[src/hdl/b2da_pkg.sv]
`timescale 1ns / 1ps
// Shared types and constants for the binary to decimal ASCII converter.
// No dependencies; imported by every module of the block.
package b2da_pkg;

	typedef enum logic [1:0] {
		FUNC_S16 = 2'd0,
		FUNC_S32 = 2'd1,
		FUNC_U16 = 2'd2,
		FUNC_U32 = 2'd3
	} func_t;

	localparam int BIN_W           = 32;
	localparam int BCD_DIGITS      = 10;
	localparam int BCD_W           = 4 * BCD_DIGITS;
	localparam int STEPS_PER_STAGE = 8;

	localparam logic [7:0] CHAR_ZERO  = 8'h30;
	localparam logic [7:0] CHAR_MINUS = 8'h2D;

	// One item in flight through the conversion pipeline.
	typedef struct packed {
		logic               neg;
		logic [BIN_W-1:0]   bin;
		logic [BCD_W-1:0]   bcd;
	} pipe_t;

endpackage

[src/hdl/b2da_mag.sv]
`timescale 1ns / 1ps
// First pipeline stage: decode the format and form sign and magnitude.
// Depends on b2da_pkg.
module b2da_mag (
	input  logic               clk,
	input  logic               arst_n,
	input  logic               in_valid,
	output logic               in_ready,
	input  logic [1:0]         func,
	input  logic [31:0]        value,
	output logic               valid_s1,
	output b2da_pkg::pipe_t    data_s1,
	input  logic               down_ready
);
	import b2da_pkg::*;

	logic            neg;
	logic [16:0]     mag16;
	logic [BIN_W-1:0] mag;
	pipe_t           nxt;

	always_comb begin
		neg   = 1'b0;
		mag16 = 17'h10000 - {1'b0, value[15:0]};
		case (func_t'(func))
			FUNC_S16: begin
				neg = value[15];
				mag = value[15] ? {15'd0, mag16} : {16'd0, value[15:0]};
			end
			FUNC_S32: begin
				neg = value[31];
				mag = value[31] ? (32'd0 - value) : value;
			end
			FUNC_U16: mag = {16'd0, value[15:0]};
			default:  mag = value;
		endcase
		nxt.neg = neg;
		nxt.bin = mag;
		nxt.bcd = '0;
	end

	assign in_ready = !valid_s1 || down_ready;

	always_ff @(posedge clk or negedge arst_n) begin
		if (!arst_n) begin
			valid_s1 <= 1'b0;
		end else if (in_ready) begin
			valid_s1 <= in_valid;
		end
	end

	always_ff @(posedge clk) begin
		if (in_ready && in_valid) begin
			data_s1 <= nxt;
		end
	end

endmodule

[src/hdl/b2da_dabble.sv]
`timescale 1ns / 1ps
// One double-dabble stage: eight shift-and-correct steps, then a register.
// Depends on b2da_pkg.
module b2da_dabble (
	input  logic               clk,
	input  logic               arst_n,
	input  logic               up_valid,
	output logic               up_ready,
	input  b2da_pkg::pipe_t    up_data,
	output logic               valid_q,
	output b2da_pkg::pipe_t    data_q,
	input  logic               down_ready
);
	import b2da_pkg::*;

	pipe_t nxt;

	always_comb begin
		nxt = up_data;
		for (int s = 0; s < STEPS_PER_STAGE; s++) begin
			// correct every digit that would pass nine after the shift
			for (int d = 0; d < BCD_DIGITS; d++) begin
				if (nxt.bcd[4*d +: 4] >= 4'd5) begin
					nxt.bcd[4*d +: 4] = nxt.bcd[4*d +: 4] + 4'd3;
				end
			end
			nxt.bcd = {nxt.bcd[BCD_W-2:0], nxt.bin[BIN_W-1]};
			nxt.bin = {nxt.bin[BIN_W-2:0], 1'b0};
		end
	end

	assign up_ready = !valid_q || down_ready;

	always_ff @(posedge clk or negedge arst_n) begin
		if (!arst_n) begin
			valid_q <= 1'b0;
		end else if (up_ready) begin
			valid_q <= up_valid;
		end
	end

	always_ff @(posedge clk) begin
		if (up_ready && up_valid) begin
			data_q <= nxt;
		end
	end

endmodule

[src/hdl/b2da_ser.sv]
`timescale 1ns / 1ps
// Character serializer: sign, then digits without leading zeros, into an
// output register. Depends on b2da_pkg.
module b2da_ser (
	input  logic               clk,
	input  logic               arst_n,
	input  logic               up_valid,
	output logic               up_ready,
	input  b2da_pkg::pipe_t    up_data,
	output logic               out_valid,
	input  logic               out_stall,
	output logic [7:0]         text_char,
	output logic               last
);
	import b2da_pkg::*;

	logic             busy_q;
	logic             neg_pend_q;
	logic [BCD_W-1:0] digits_q;
	logic [3:0]       idx_q;
	logic [3:0]       top_idx;
	logic [3:0]       cur_dig;
	logic             out_free;
	logic             final_emit;
	logic             emit;

	always_comb begin
		top_idx = 4'd0;
		for (int d = 1; d < BCD_DIGITS; d++) begin
			if (up_data.bcd[4*d +: 4] != 4'd0) begin
				top_idx = 4'(d);
			end
		end
	end

	assign cur_dig    = digits_q[4*idx_q +: 4];
	assign out_free   = !out_valid || !out_stall;
	assign emit       = busy_q && out_free;
	assign final_emit = emit && !neg_pend_q && (idx_q == 4'd0);
	assign up_ready   = !busy_q || final_emit;

	always_ff @(posedge clk or negedge arst_n) begin
		if (!arst_n) begin
			busy_q     <= 1'b0;
			neg_pend_q <= 1'b0;
			out_valid  <= 1'b0;
		end else begin
			if (out_free) begin
				out_valid <= busy_q;
			end
			// a new number replaces the one whose final digit leaves now
			if (up_ready && up_valid) begin
				busy_q     <= 1'b1;
				neg_pend_q <= up_data.neg;
			end else if (emit) begin
				if (neg_pend_q) begin
					neg_pend_q <= 1'b0;
				end else if (idx_q == 4'd0) begin
					busy_q <= 1'b0;
				end
			end
		end
	end

	always_ff @(posedge clk) begin
		if (emit) begin
			if (neg_pend_q) begin
				text_char <= CHAR_MINUS;
				last      <= 1'b0;
			end else begin
				text_char <= CHAR_ZERO + {4'd0, cur_dig};
				last      <= (idx_q == 4'd0);
			end
		end
		if (up_ready && up_valid) begin
			digits_q <= up_data.bcd;
			idx_q    <= top_idx;
		end else if (emit && !neg_pend_q) begin
			idx_q    <= idx_q - 4'd1;
		end
	end

endmodule

[src/hdl/binary_to_decimal_ascii.sv]
`timescale 1ns / 1ps
// Top level of the binary to decimal ASCII converter.
// Depends on b2da_pkg, b2da_mag, b2da_dabble and b2da_ser.
//
// Usage:
//   Input channel (in_valid / in_stall, func, value) takes one item: an
//   integer and its format code (signed/unsigned, 16/32 bits).
//   Output channel (out_valid / out_stall, text_char, last) gives the
//   decimal text one character per item, most significant digit first,
//   '-' ahead of negative signed values, last high on the final digit.
//   The first character of a taken item reaches the output register through
//   one sign/magnitude stage, four double-dabble stages of eight bits
//   each and the serializer load, in that order.
//   Throughput: one character per cycle while out_stall is low; an item
//   gives 1 to 11 characters, set by the length of its text; the
//   serializer takes the next number on the cycle its final digit leaves,
//   and up to five more numbers wait in the conversion stages meanwhile.
//   Reset clears every valid flag and the serializer; no item survives.
//   A stall from the receiver holds the output register; the serializer,
//   then each pipeline stage in turn, fills up and holds, and in_stall
//   rises once the first stage is full. Nothing is lost or repeated.
module binary_to_decimal_ascii (
	input  logic        clk,
	input  logic        arst_n,
	input  logic        in_valid,
	output logic        in_stall,
	input  logic [1:0]  func,
	input  logic [31:0] value,
	output logic        out_valid,
	input  logic        out_stall,
	output logic [7:0]  text_char,
	output logic        last
);
	import b2da_pkg::*;

	localparam int NSTAGE = BIN_W / STEPS_PER_STAGE;

	logic  in_ready;
	logic  valid_s [NSTAGE+1];
	pipe_t data_s  [NSTAGE+1];
	logic  ready_s [1:NSTAGE+1];

	assign in_stall = !in_ready;

	// sign and magnitude
	b2da_mag u_mag (
		.clk        (clk),
		.arst_n     (arst_n),
		.in_valid   (in_valid),
		.in_ready   (in_ready),
		.func       (func),
		.value      (value),
		.valid_s1   (valid_s[0]),
		.data_s1    (data_s[0]),
		.down_ready (ready_s[1])
	);

	// binary to BCD, eight bits per stage
	for (genvar g = 0; g < NSTAGE; g++) begin : g_dabble
		b2da_dabble u_dabble (
			.clk        (clk),
			.arst_n     (arst_n),
			.up_valid   (valid_s[g]),
			.up_ready   (ready_s[g+1]),
			.up_data    (data_s[g]),
			.valid_q    (valid_s[g+1]),
			.data_q     (data_s[g+1]),
			.down_ready (ready_s[g+2])
		);
	end

	// emit characters
	b2da_ser u_ser (
		.clk       (clk),
		.arst_n    (arst_n),
		.up_valid  (valid_s[NSTAGE]),
		.up_ready  (ready_s[NSTAGE+1]),
		.up_data   (data_s[NSTAGE]),
		.out_valid (out_valid),
		.out_stall (out_stall),
		.text_char (text_char),
		.last      (last)
	);

endmodule
[config.mk]
export PLATFORM = sky130hd
export DESIGN_NAME = binary_to_decimal_ascii
export DESIGN_NICKNAME = d
export VERILOG_FILES = /design/src/hdl/b2da_pkg.sv /design/src/hdl/b2da_mag.sv /design/src/hdl/b2da_dabble.sv /design/src/hdl/b2da_ser.sv /design/src/hdl/binary_to_decimal_ascii.sv
export SDC_FILE = /design/constraint.sdc
export NUM_CORES = 1
export LEC_CHECK = 0
export BUFFER_PORTS_ARGS = -buffer_cell sky130_fd_sc_hd__buf_4
export CORE_AREA = 4 4 247 249
export CTS_BUF_LIST = sky130_fd_sc_hd__clkbuf_4 sky130_fd_sc_hd__clkbuf_8
export CTS_CLUSTER_SIZE = 10
export DETAILED_ROUTE_END_ITERATION = 16
export DIE_AREA = 0 0 251 253
export GPL_ROUTABILITY_DRIVEN = 0
export GPL_TIMING_DRIVEN = 0
export PLACE_DENSITY = 0.74
export SYNTH_ARGS = -nofsm -noshare
export SYNTH_HDL_FRONTEND = slang
export SYNTH_SLANG_ARGS = --single-unit
[constraint.sdc]
create_clock -name clk -period 17.15 [get_ports clk]
set_input_delay 0 -clock clk [delete_from_list [all_inputs] [get_ports clk]]
set_output_delay 0 -clock clk [all_outputs]
set_load 0.02 [all_outputs]
* Word-level counts from Yosys, hierarchy flattened *
Index checks and enable logic that the tools add are counted.
W data, S select, Z words.

operators by class
  add/subtract/negate cells = 269
  $lt $le $gt $ge = 265
  equal/unequal tests = 3
  shifts and indexed selects = 1
  multiplexer cells = 286
  reductions and logical operators = 41

operators by type and width
  operator                  count
  $ge A4 B3 Y1 const B      255
  $mux W4                   252
  $add A4 B2 Y4 const B     234
  $pmux W32 S3              1
  $mux W3                   22
  $add A3 B2 Y3 const B     21
  $shiftx A40 B7 Y4         1
  $reduce_bool A4 Y1        9
  $mux W32                  1
  $sub A1 B32 Y32 const A   1
  $add A1 B2 Y3 const B     9
  $ge A1 B3 Y1 const B      9
  $mux W17                  1
  $sub A17 B16 Y17 const A  1
  $logic_not A1 Y1          10
  $logic_and A1 B1 Y1       9
  $mux W1                   8
  $add A6 B4 Y7 const A     1
  $logic_or A1 B1 Y1        7
  $reduce_bool A2 Y1        3
  $logic_not A4 Y1          1
  $sub A4 B1 Y4 const B     1
  $add A1 B2 Y3 const AB    1
  $ge A1 B3 Y1 const AB     1
  other kinds (6)           6

storage, ports and cells
  register bits = 294
  output and inout bits = 11
  logic and storage cells = 891

* Longest topological paths before layout *
Gate-level depths: netlist of run 1.

  depth after elaboration = 16
  gate-level depth with buffers = 38
  mapped depth without buffers = 38

* Cells and area by module *
From an unflattened synthesis of run 1, not the netlist that was laid out.

unflattened totals
  cell total of the unflattened synthesis = 7147
  area, all modules = 56589.3 µm²

modules (own cells, without submodules)
  module                   instances  cells each  area each (µm²)  sequential area each (µm²)
  b2da_dabble              4          1693        12990.0          1976.9
  b2da_mag                 1          236         2316.0           1016.0
  b2da_ser                 1          138         2309.7           1576.5
  binary_to_decimal_ascii  1          1           3.8              0.0

* Worst setup path before layout of run 1 *
No wires, ideal clock.

  path kind = register -> register
  start point = reg g_dabble[1].u_dabble.data_q[16] (netlist name)
  end point = reg g_dabble[2].u_dabble.data_q[24] (netlist name) (data pin)
  library setup time = 258 ps
  arrival time = 6449 ps
  slack = 10443 ps
  stages on the path, launching flop included = 35
  path through = edfxtp_1 -> ha_1 -> nand2b_1 -> a21oi_2 -> mux2_2 -> a21oi_1 -> xnor2_1 -> nand2b_1 -> ha_1 -> a21oi_1 -> xor2_1 -> ha_1 -> nor2b_1 -> and2_1 -> o21ai_0 -> nand2_1 -> o211ai_1 -> mux2i_1 -> or2_2 -> ha_1 -> o21bai_1 -> a211oi_1 -> mux2i_1 -> inv_1 -> ha_1 -> o21ai_0 -> nand2b_1 -> mux2_4 -> inv_1 -> ha_1 -> a32o_1 -> o21ai_0 -> o211a_1 -> o21bai_1 -> xnor2_1

RTL lines
  element                   RTL line           RTL
  start: declaration        b2da_dabble.sv:11  output b2da_pkg::pipe_t data_q,
  start signal: assignment  b2da_dabble.sv:44  data_q <= nxt;
  end signal: assignment    b2da_dabble.sv:44
  end: declaration          b2da_dabble.sv:11

==> results.txt, run 1 <==
Storage cell area - 0.00732 mm²
Die Width - 251 µm
Clock root buffer - clkbuf_8
Sequential-to-total area share from yosys stat - 25.5%
CP Capture Type - register
R2r worst-path depth - 36
TritonRoute pass-1 iters - 6
Area grow syn2layout - 10.3%
Vias per cell - 5.79
Beginning of the critical path - g_dabble[1].u_dabble.data_q[16]
Overall Global Routing Usage - 17.2%
DR iter-0 viols - 1481
Fill cell count - 5308
Post-synthesis cell count - 3365
Slowest cell on crit path - xor2_1
Final Critical Period - 7.61 ns
Fin Clk Skew - 0.0532 ns
FP Rows - 89
# resized after CTS - 0
Grt total ovfl - 0
Multi-input logic area - 0.0201 mm²
CTS buffer count - 44
Longest Clk Path Bufs - 3
Synth unique cells - 143
Layout cells sized above 1 - 14.4%
Crit path DAT - 7.94 ns
Slowest stage delay, CP - 0.44 ns
Setup TNS - 0 ns
Syn. warnings - 0
CTS sink count - 245
Core ar. - 0.0587 mm²
Relative slew margins - 27.0%
Largest net degree at the start of global routing - 45
Routed wire length per instance - 13.1 µm
Number of synthesized flops with an enable pin - 237
Post-CTS setup buffer count - 0
H-tree depth - 2
CP Launch Type - register
#FFs+latches synth - 245
Worst Hold Class - input pin to register
DR DRC count - 0
Worst R2R Start - g_dabble[1].u_dabble.data_q[16]
Via count - 25100
CP endpoint - g_dabble[2].u_dabble.data_q[21]
RSZ-0062 raised after global routing - no
Synthesized area - 0.0287 mm²
Dpl hpwl - 42.3 mm
Max Cap Violations - 0
Crit Path Class - register to register
Die H - 253 µm
Diode count - 0
F_max - 0.131 GHz
Final Setup Violations - 0
Status - complete, no violations
Worst-skew pair later-pin latency - 0.63 ns
Hold bufs inserted after CTS - 61
Antenna Nets Post-Route - 0
Worst R2R End - g_dabble[2].u_dabble.data_q[21]
Starting density of the core - 48.9%
First-pass GRT wire length - 98.7 mm
Vias in the first global route - 22600
Beginning of the worst hold path - func[0]
CTS tree - done
Pins Over Slew Limit - 0
Die area - 0.0635 mm²
R2R Setup Slk - 9.54 ns
Fin. Hold Viols - 0
Most used cell along the critical path - ha_1
Io pins - 49
Layout Nets - 3704
Syn Area/Cell - 8.52 µm²
Worst-Margin Slew - 1.07 ns
Routed WL - 56.8 mm
Antenna violations before repair - 0
FFs w/ async S/R, synth - 3.27%
I/O Buffers - 44
Period utilization - 44.4%
Ys flop type - edfxtp_1
Critical Path RT - 17.48 ns
Clock slew at reported path FFs - 0.06 ns
CP max FO - 7
[worst max-delay path: cells and delay by family, from the launching register on]
kind / cells / cell delay (ns)
xor+xnor: 3 / 0.87
fa+ha+maj: 6 / 1.50
compound gates: 11 / 2.30
simple gates: 9 / 1.33
flops: 1 / 0.43
buf+inv: 4 / 0.40
mux: 3 / 0.48
[synthesized netlist by cell type (32+ instances only)]
master    number  share of area, %
ha_1         147               6.4
mux2_2        42               1.6
o21ai_1       68               1.2
edfxtp_1     237                25
o21ai_0      189               3.3
a21oi_2       38               1.2
nor3_1        88               1.5
a211oi_1      45               1.2
inv_1        197               2.6
xnor2_1       93               2.8
o22ai_1       43              0.94
mux2i_1       97               3.4
a21o_1        62               1.6
o211ai_1      52               1.4
clkbuf_1      58              0.76
xor2_1        41               1.3
nand3_1       80               1.4
nand2_1      297               3.9
nor2_1       242               3.2
nand2b_1      72               1.6
a21oi_1      234               4.1
and2_1        72               1.6
a31oi_1       37              0.81
inv_2         32              0.42
[state kept, by name, indices dropped and copies added (netlist names)]
register and cells:
u_mag.valid_s1 1, u_mag.data_s1 33, g_dabble.u_dabble.valid_q 4, u_ser.text_char 5, u_ser.last 1, u_ser.busy_q 1
g_dabble.u_dabble.data_q 154, u_ser.neg_pend_q 1, u_ser.idx_q 4, u_ser.out_valid 1, u_ser.digits_q 40
[per-layer routing]
metal  GRT usage (%)  routed length, µm
met3            2.33               2040
met2            30.2              26900
met5               0                  0
met1            22.7              27000
met4            3.76                834
[worst min-delay path by stage]
stage	slack [ns]	endpoint	depth (start not counted)
after global placement	-0.14	u_ser.out_valid	1
after CTS	0.02	u_mag.data_s1[55]	3
final	0.08	u_mag.data_s1[55]	3
after floorplan	-0.30	g_dabble[0].u_dabble.valid_q	0
after global routing	0.07	u_mag.data_s1[55]	3
after detailed placement	-0.14	u_ser.out_valid	1
[kinds of logic after synthesis]
kind of cell	after synthesis	synth area share, %
buf+inv	329	4.54
xor+xnor	164	5.99
fa+ha+maj	155	6.69
compound gates	1203	30.6
simple gates	1089	19.2
other cells	2	0.0262
mux	178	7.46
flops	245	25.5
[through the flow]
stage	instance area (µm²)	hold WS, ns	instances	setup WS (ns)	utilization (%)
after global routing	31600	0.0749	4324	8.76	53.9
final	31600	0.0759	4324	9.54	53.9
after floorplan	28700	-0.296	3366	10.44	-
after detailed placement	30100	-0.142	4185	9.60	51.2
after global placement	30000	-0.140	4183	9.74	51.1
after CTS	31600	0.0167	4324	9.53	53.9
[layout make-up]
| class | instances | share of cell area [%] |
|---|---|---|
| flip-flops and latches | 245 | 23.1 |
| repair buffers | 107 | 3.10 |
| multi-input cells | 2792 | 63.5 |
| well taps | 773 | 3.06 |
| clock buffers | 52 | 2.14 |
| clock inverters | 26 | 0.937 |
| inverters | 230 | 2.73 |
| plain buffers | 99 | 1.39 |
[cells in the final DEF (no fill, tap or decap), types with 22 or more instances in the layout]
master,instances
ha_1,147
a31oi_1,36
o21ai_1,68
o21bai_1,23
a21o_1,62
or3_1,22
mux2_2,42
clkbuf_8,46
o31ai_1,28
nand2b_1,72
edfxtp_1,237
mux2i_1,97
dlygate4sd3_1,61
nor2b_1,23
o22ai_1,43
nor2_1,242
o21ai_0,189
xnor2_1,93
o211ai_1,52
inv_2,33
buf_2,26
clkbuf_1,58
o21a_1,31
and3_1,29
nor3_1,88
nand2_1,297
a211oi_1,45
inv_1,196
buf_4,53
a21oi_2,38
a21oi_1,234
xor2_1,41
and2_1,69
a211o_1,26
nand3_1,80
Power of run 1 is not shown: default switching activity piles up to over one toggle a cycle in this logic, so the estimate is an artifact.
==> run 2: changes to the inputs <==
- clock period: 17.15 -> 7.5 ns (I/O delays scaled with it)
==> results.txt, run 2 (synthesis gave the netlist of run 1 again) <==
Status - complete, no violations
CTS buffer count - 44 (unchanged)
Worst R2R End - g_dabble[3].u_dabble.data_q[20]
CP max FO - 8 (+1)
Hold WS - 0.0742 ns (-0.00173 ns)
FP Rows - 89 (unchanged)
Critical Path RT - 7.84 ns (-9.64 ns)
Storage cell area - 0.00732 mm² (unchanged)
Largest register FFs - 154 (unchanged)
CTS sink count - 245 (unchanged)
Crit Path Class - register to register
Dpl hpwl - 42.3 mm (unchanged)
Routed wire length per instance - 13.2 µm (+0.36%)
I/O Buffers - 44 (unchanged)
Slowest cell on crit path - edfxtp_1
Most frequent cells in the layout - nand2_1 (296), nor2_1 (240), edfxtp_1 (237), a21oi_1 (228), inv_1 (194)
CP Capture Type - register
Largest net degree at the start of global routing - 45 (unchanged)
Biggest register - g_dabble.u_dabble.data_q
Starting density of the core - 48.9% (unchanged)
Worst-skew pair later-pin latency - 0.63 ns (about the same)
Antenna violations before repair - 0 (unchanged)
DR iter-0 viols - 1515 (+2.3%)
Vias per cell - 5.79 (about the same)
Vias in the first global route - 22600 (unchanged)
Pins Over Slew Limit - 0 (unchanged)
Fin Clk Skew - 0.0501 ns (-0.00315 ns)
Clock root buffer - clkbuf_8
H-tree depth - 2 (unchanged)
Area grow syn2layout - 11.2%
Worst R2R Start - g_dabble[2].u_dabble.data_q[12]
Worst-Margin Slew - 1.07 ns (+0.00254 ns)
Die Width - 251 µm (unchanged)
Clock slew at reported path FFs - 0.06 ns (about the same)
Beginning of the worst hold path - func[0]
Diode count - 0 (unchanged)
Period utilization - 93.3% (+49 points)
Routed WL - 57.1 mm (+0.55%)
First-pass GRT wire length - 98.7 mm (about the same)
Die area - 0.0635 mm² (unchanged)
Via count - 25100 (+0.14%)
Longest Clk Path Bufs - 3 (unchanged)
Commonest non-fill, non-tap cell in the layout - nand2_1
Post-Layout Inst Area - 0.0319 mm² (+0.81%)
Overall Global Routing Usage - 17.2% (about the same)
Grt total ovfl - 0 (unchanged)
CTS tree - done
CP Launch Type - register
TritonRoute pass-1 iters - 5 (-1)
Die H - 253 µm (unchanged)
DR DRC count - 0 (unchanged)
Io pins - 49 (unchanged)
Crit path DAT - 7.34 ns (-0.60 ns)
Post-DP Area - 0.0301 mm² (unchanged)
Biggest regs - g_dabble.u_dabble.data_q (154), u_ser.digits_q (40), u_mag.data_s1 (33)
Layout Nets - 3712 (+0.22%)
Worst Hold Class - input pin to register
R2R Setup Slk - 0.50 ns (-9.04 ns)
Final Critical Period - 7.00 ns (-0.608 ns)
Final worst slack - 0.501 ns (-9.04 ns)
R2r worst-path depth - 31 (-14%)
Final Setup Violations - 0 (unchanged)
Slowest stage delay, CP - 0.44 ns (about the same)
Layout cells sized above 1 - 15.5% (+1.1 points)
Fill cell count - 5272 (-0.68%)
Most used cell along the critical path - ha_1
Hold endpoint - u_mag.data_s1[55]
Relative slew margins - 26.8% (-0.17 points)
Max Cap Violations - 0 (unchanged)
Fin. Hold Viols - 0 (unchanged)
Antenna Nets Post-Route - 0 (unchanged)
F_max - 0.143 GHz (+8.7%)
Core ar. - 0.0587 mm² (unchanged)
Multi-input logic area - 0.0203 mm² (+0.98%)
Hold path cells - 3 (unchanged)
Setup WS pre-CTS - -0.0453 ns (-9.65 ns)
## run 2: cell count changes in the layout (fill, tap and decap cells not counted), moves of 3 or more
cell and change:
ha_2 +3, mux2i_2 +3, a21oi_1 -6, ha_1 -3
buf_4 +8, a21oi_2 +3, mux2i_1 -5, xnor2_2 +7
a21oi_4 +3, xnor2_1 -7
## run 2: final cells by class
cell class                 instances  share of cell area (%)
buffer                            99                    1.38
clock buffer                      52                    2.13
clock inverter                    26                   0.930
inverter                         230                    2.71
multi-input combinational       2792                    63.6
sequential                       245                    22.9
tap                              773                    3.03
timing repair buffer             115                    3.26
## run 2: routing by layer
layer	track usage [%]	wire length (µm)
met5	0	0
met4	3.76	848
met3	2.33	2020
met2	30.2	27100
met1	22.7	27100
## run 2: stage by stage
step           instances  util, %  TNS [ns]
2_1_floorplan       3366        -         0
3_3_place_gp        4183     51.1         0
6_report            4332     54.3         0
3_5_place_dp        4185     51.2   -0.0874
5_1_grt             4332     54.3   -0.0597
4_1_cts             4324     53.9         0
## run 2: timing repair
item                                   in CTS  in global routing
hold buffers                               61                  0
resized for setup                           2                 39
setup endpoints to repair                   3                 29
endpoints found under the hold margin      49                  0
pin swaps                                   0                  7
setup buffers                               0                  8
## run 2: worst max-delay path by stage
stage,startpoint,to,slack [ns],cells past startpoint
global placement,g_dabble[1].u_dabble.data_q[16],g_dabble[2].u_dabble.data_q[24],0.09,36
CTS,g_dabble[1].u_dabble.data_q[16],g_dabble[2].u_dabble.data_q[21],0.08,36
floorplan,g_dabble[1].u_dabble.data_q[16],g_dabble[2].u_dabble.data_q[24],0.79,34
detailed placement,g_dabble[1].u_dabble.data_q[16],g_dabble[2].u_dabble.data_q[24],-0.05,36
finish,g_dabble[2].u_dabble.data_q[12],g_dabble[3].u_dabble.data_q[20],0.50,31
global route,g_dabble[1].u_dabble.data_q[17],g_dabble[2].u_dabble.data_q[21],-0.04,37
## run 2: critical path: cells and delay by family, from the launching register on
kind	cells	cell delay (ns)
buffers and inverters	5	0.36
multiplexers	1	0.23
adder cells (fa/ha/maj)	5	1.06
AO/OA/AOI/OAI	13	2.86
flip-flops	1	0.44
AND/OR/NAND/NOR	7	1.76
Power of run 2 is left out for the same reason.
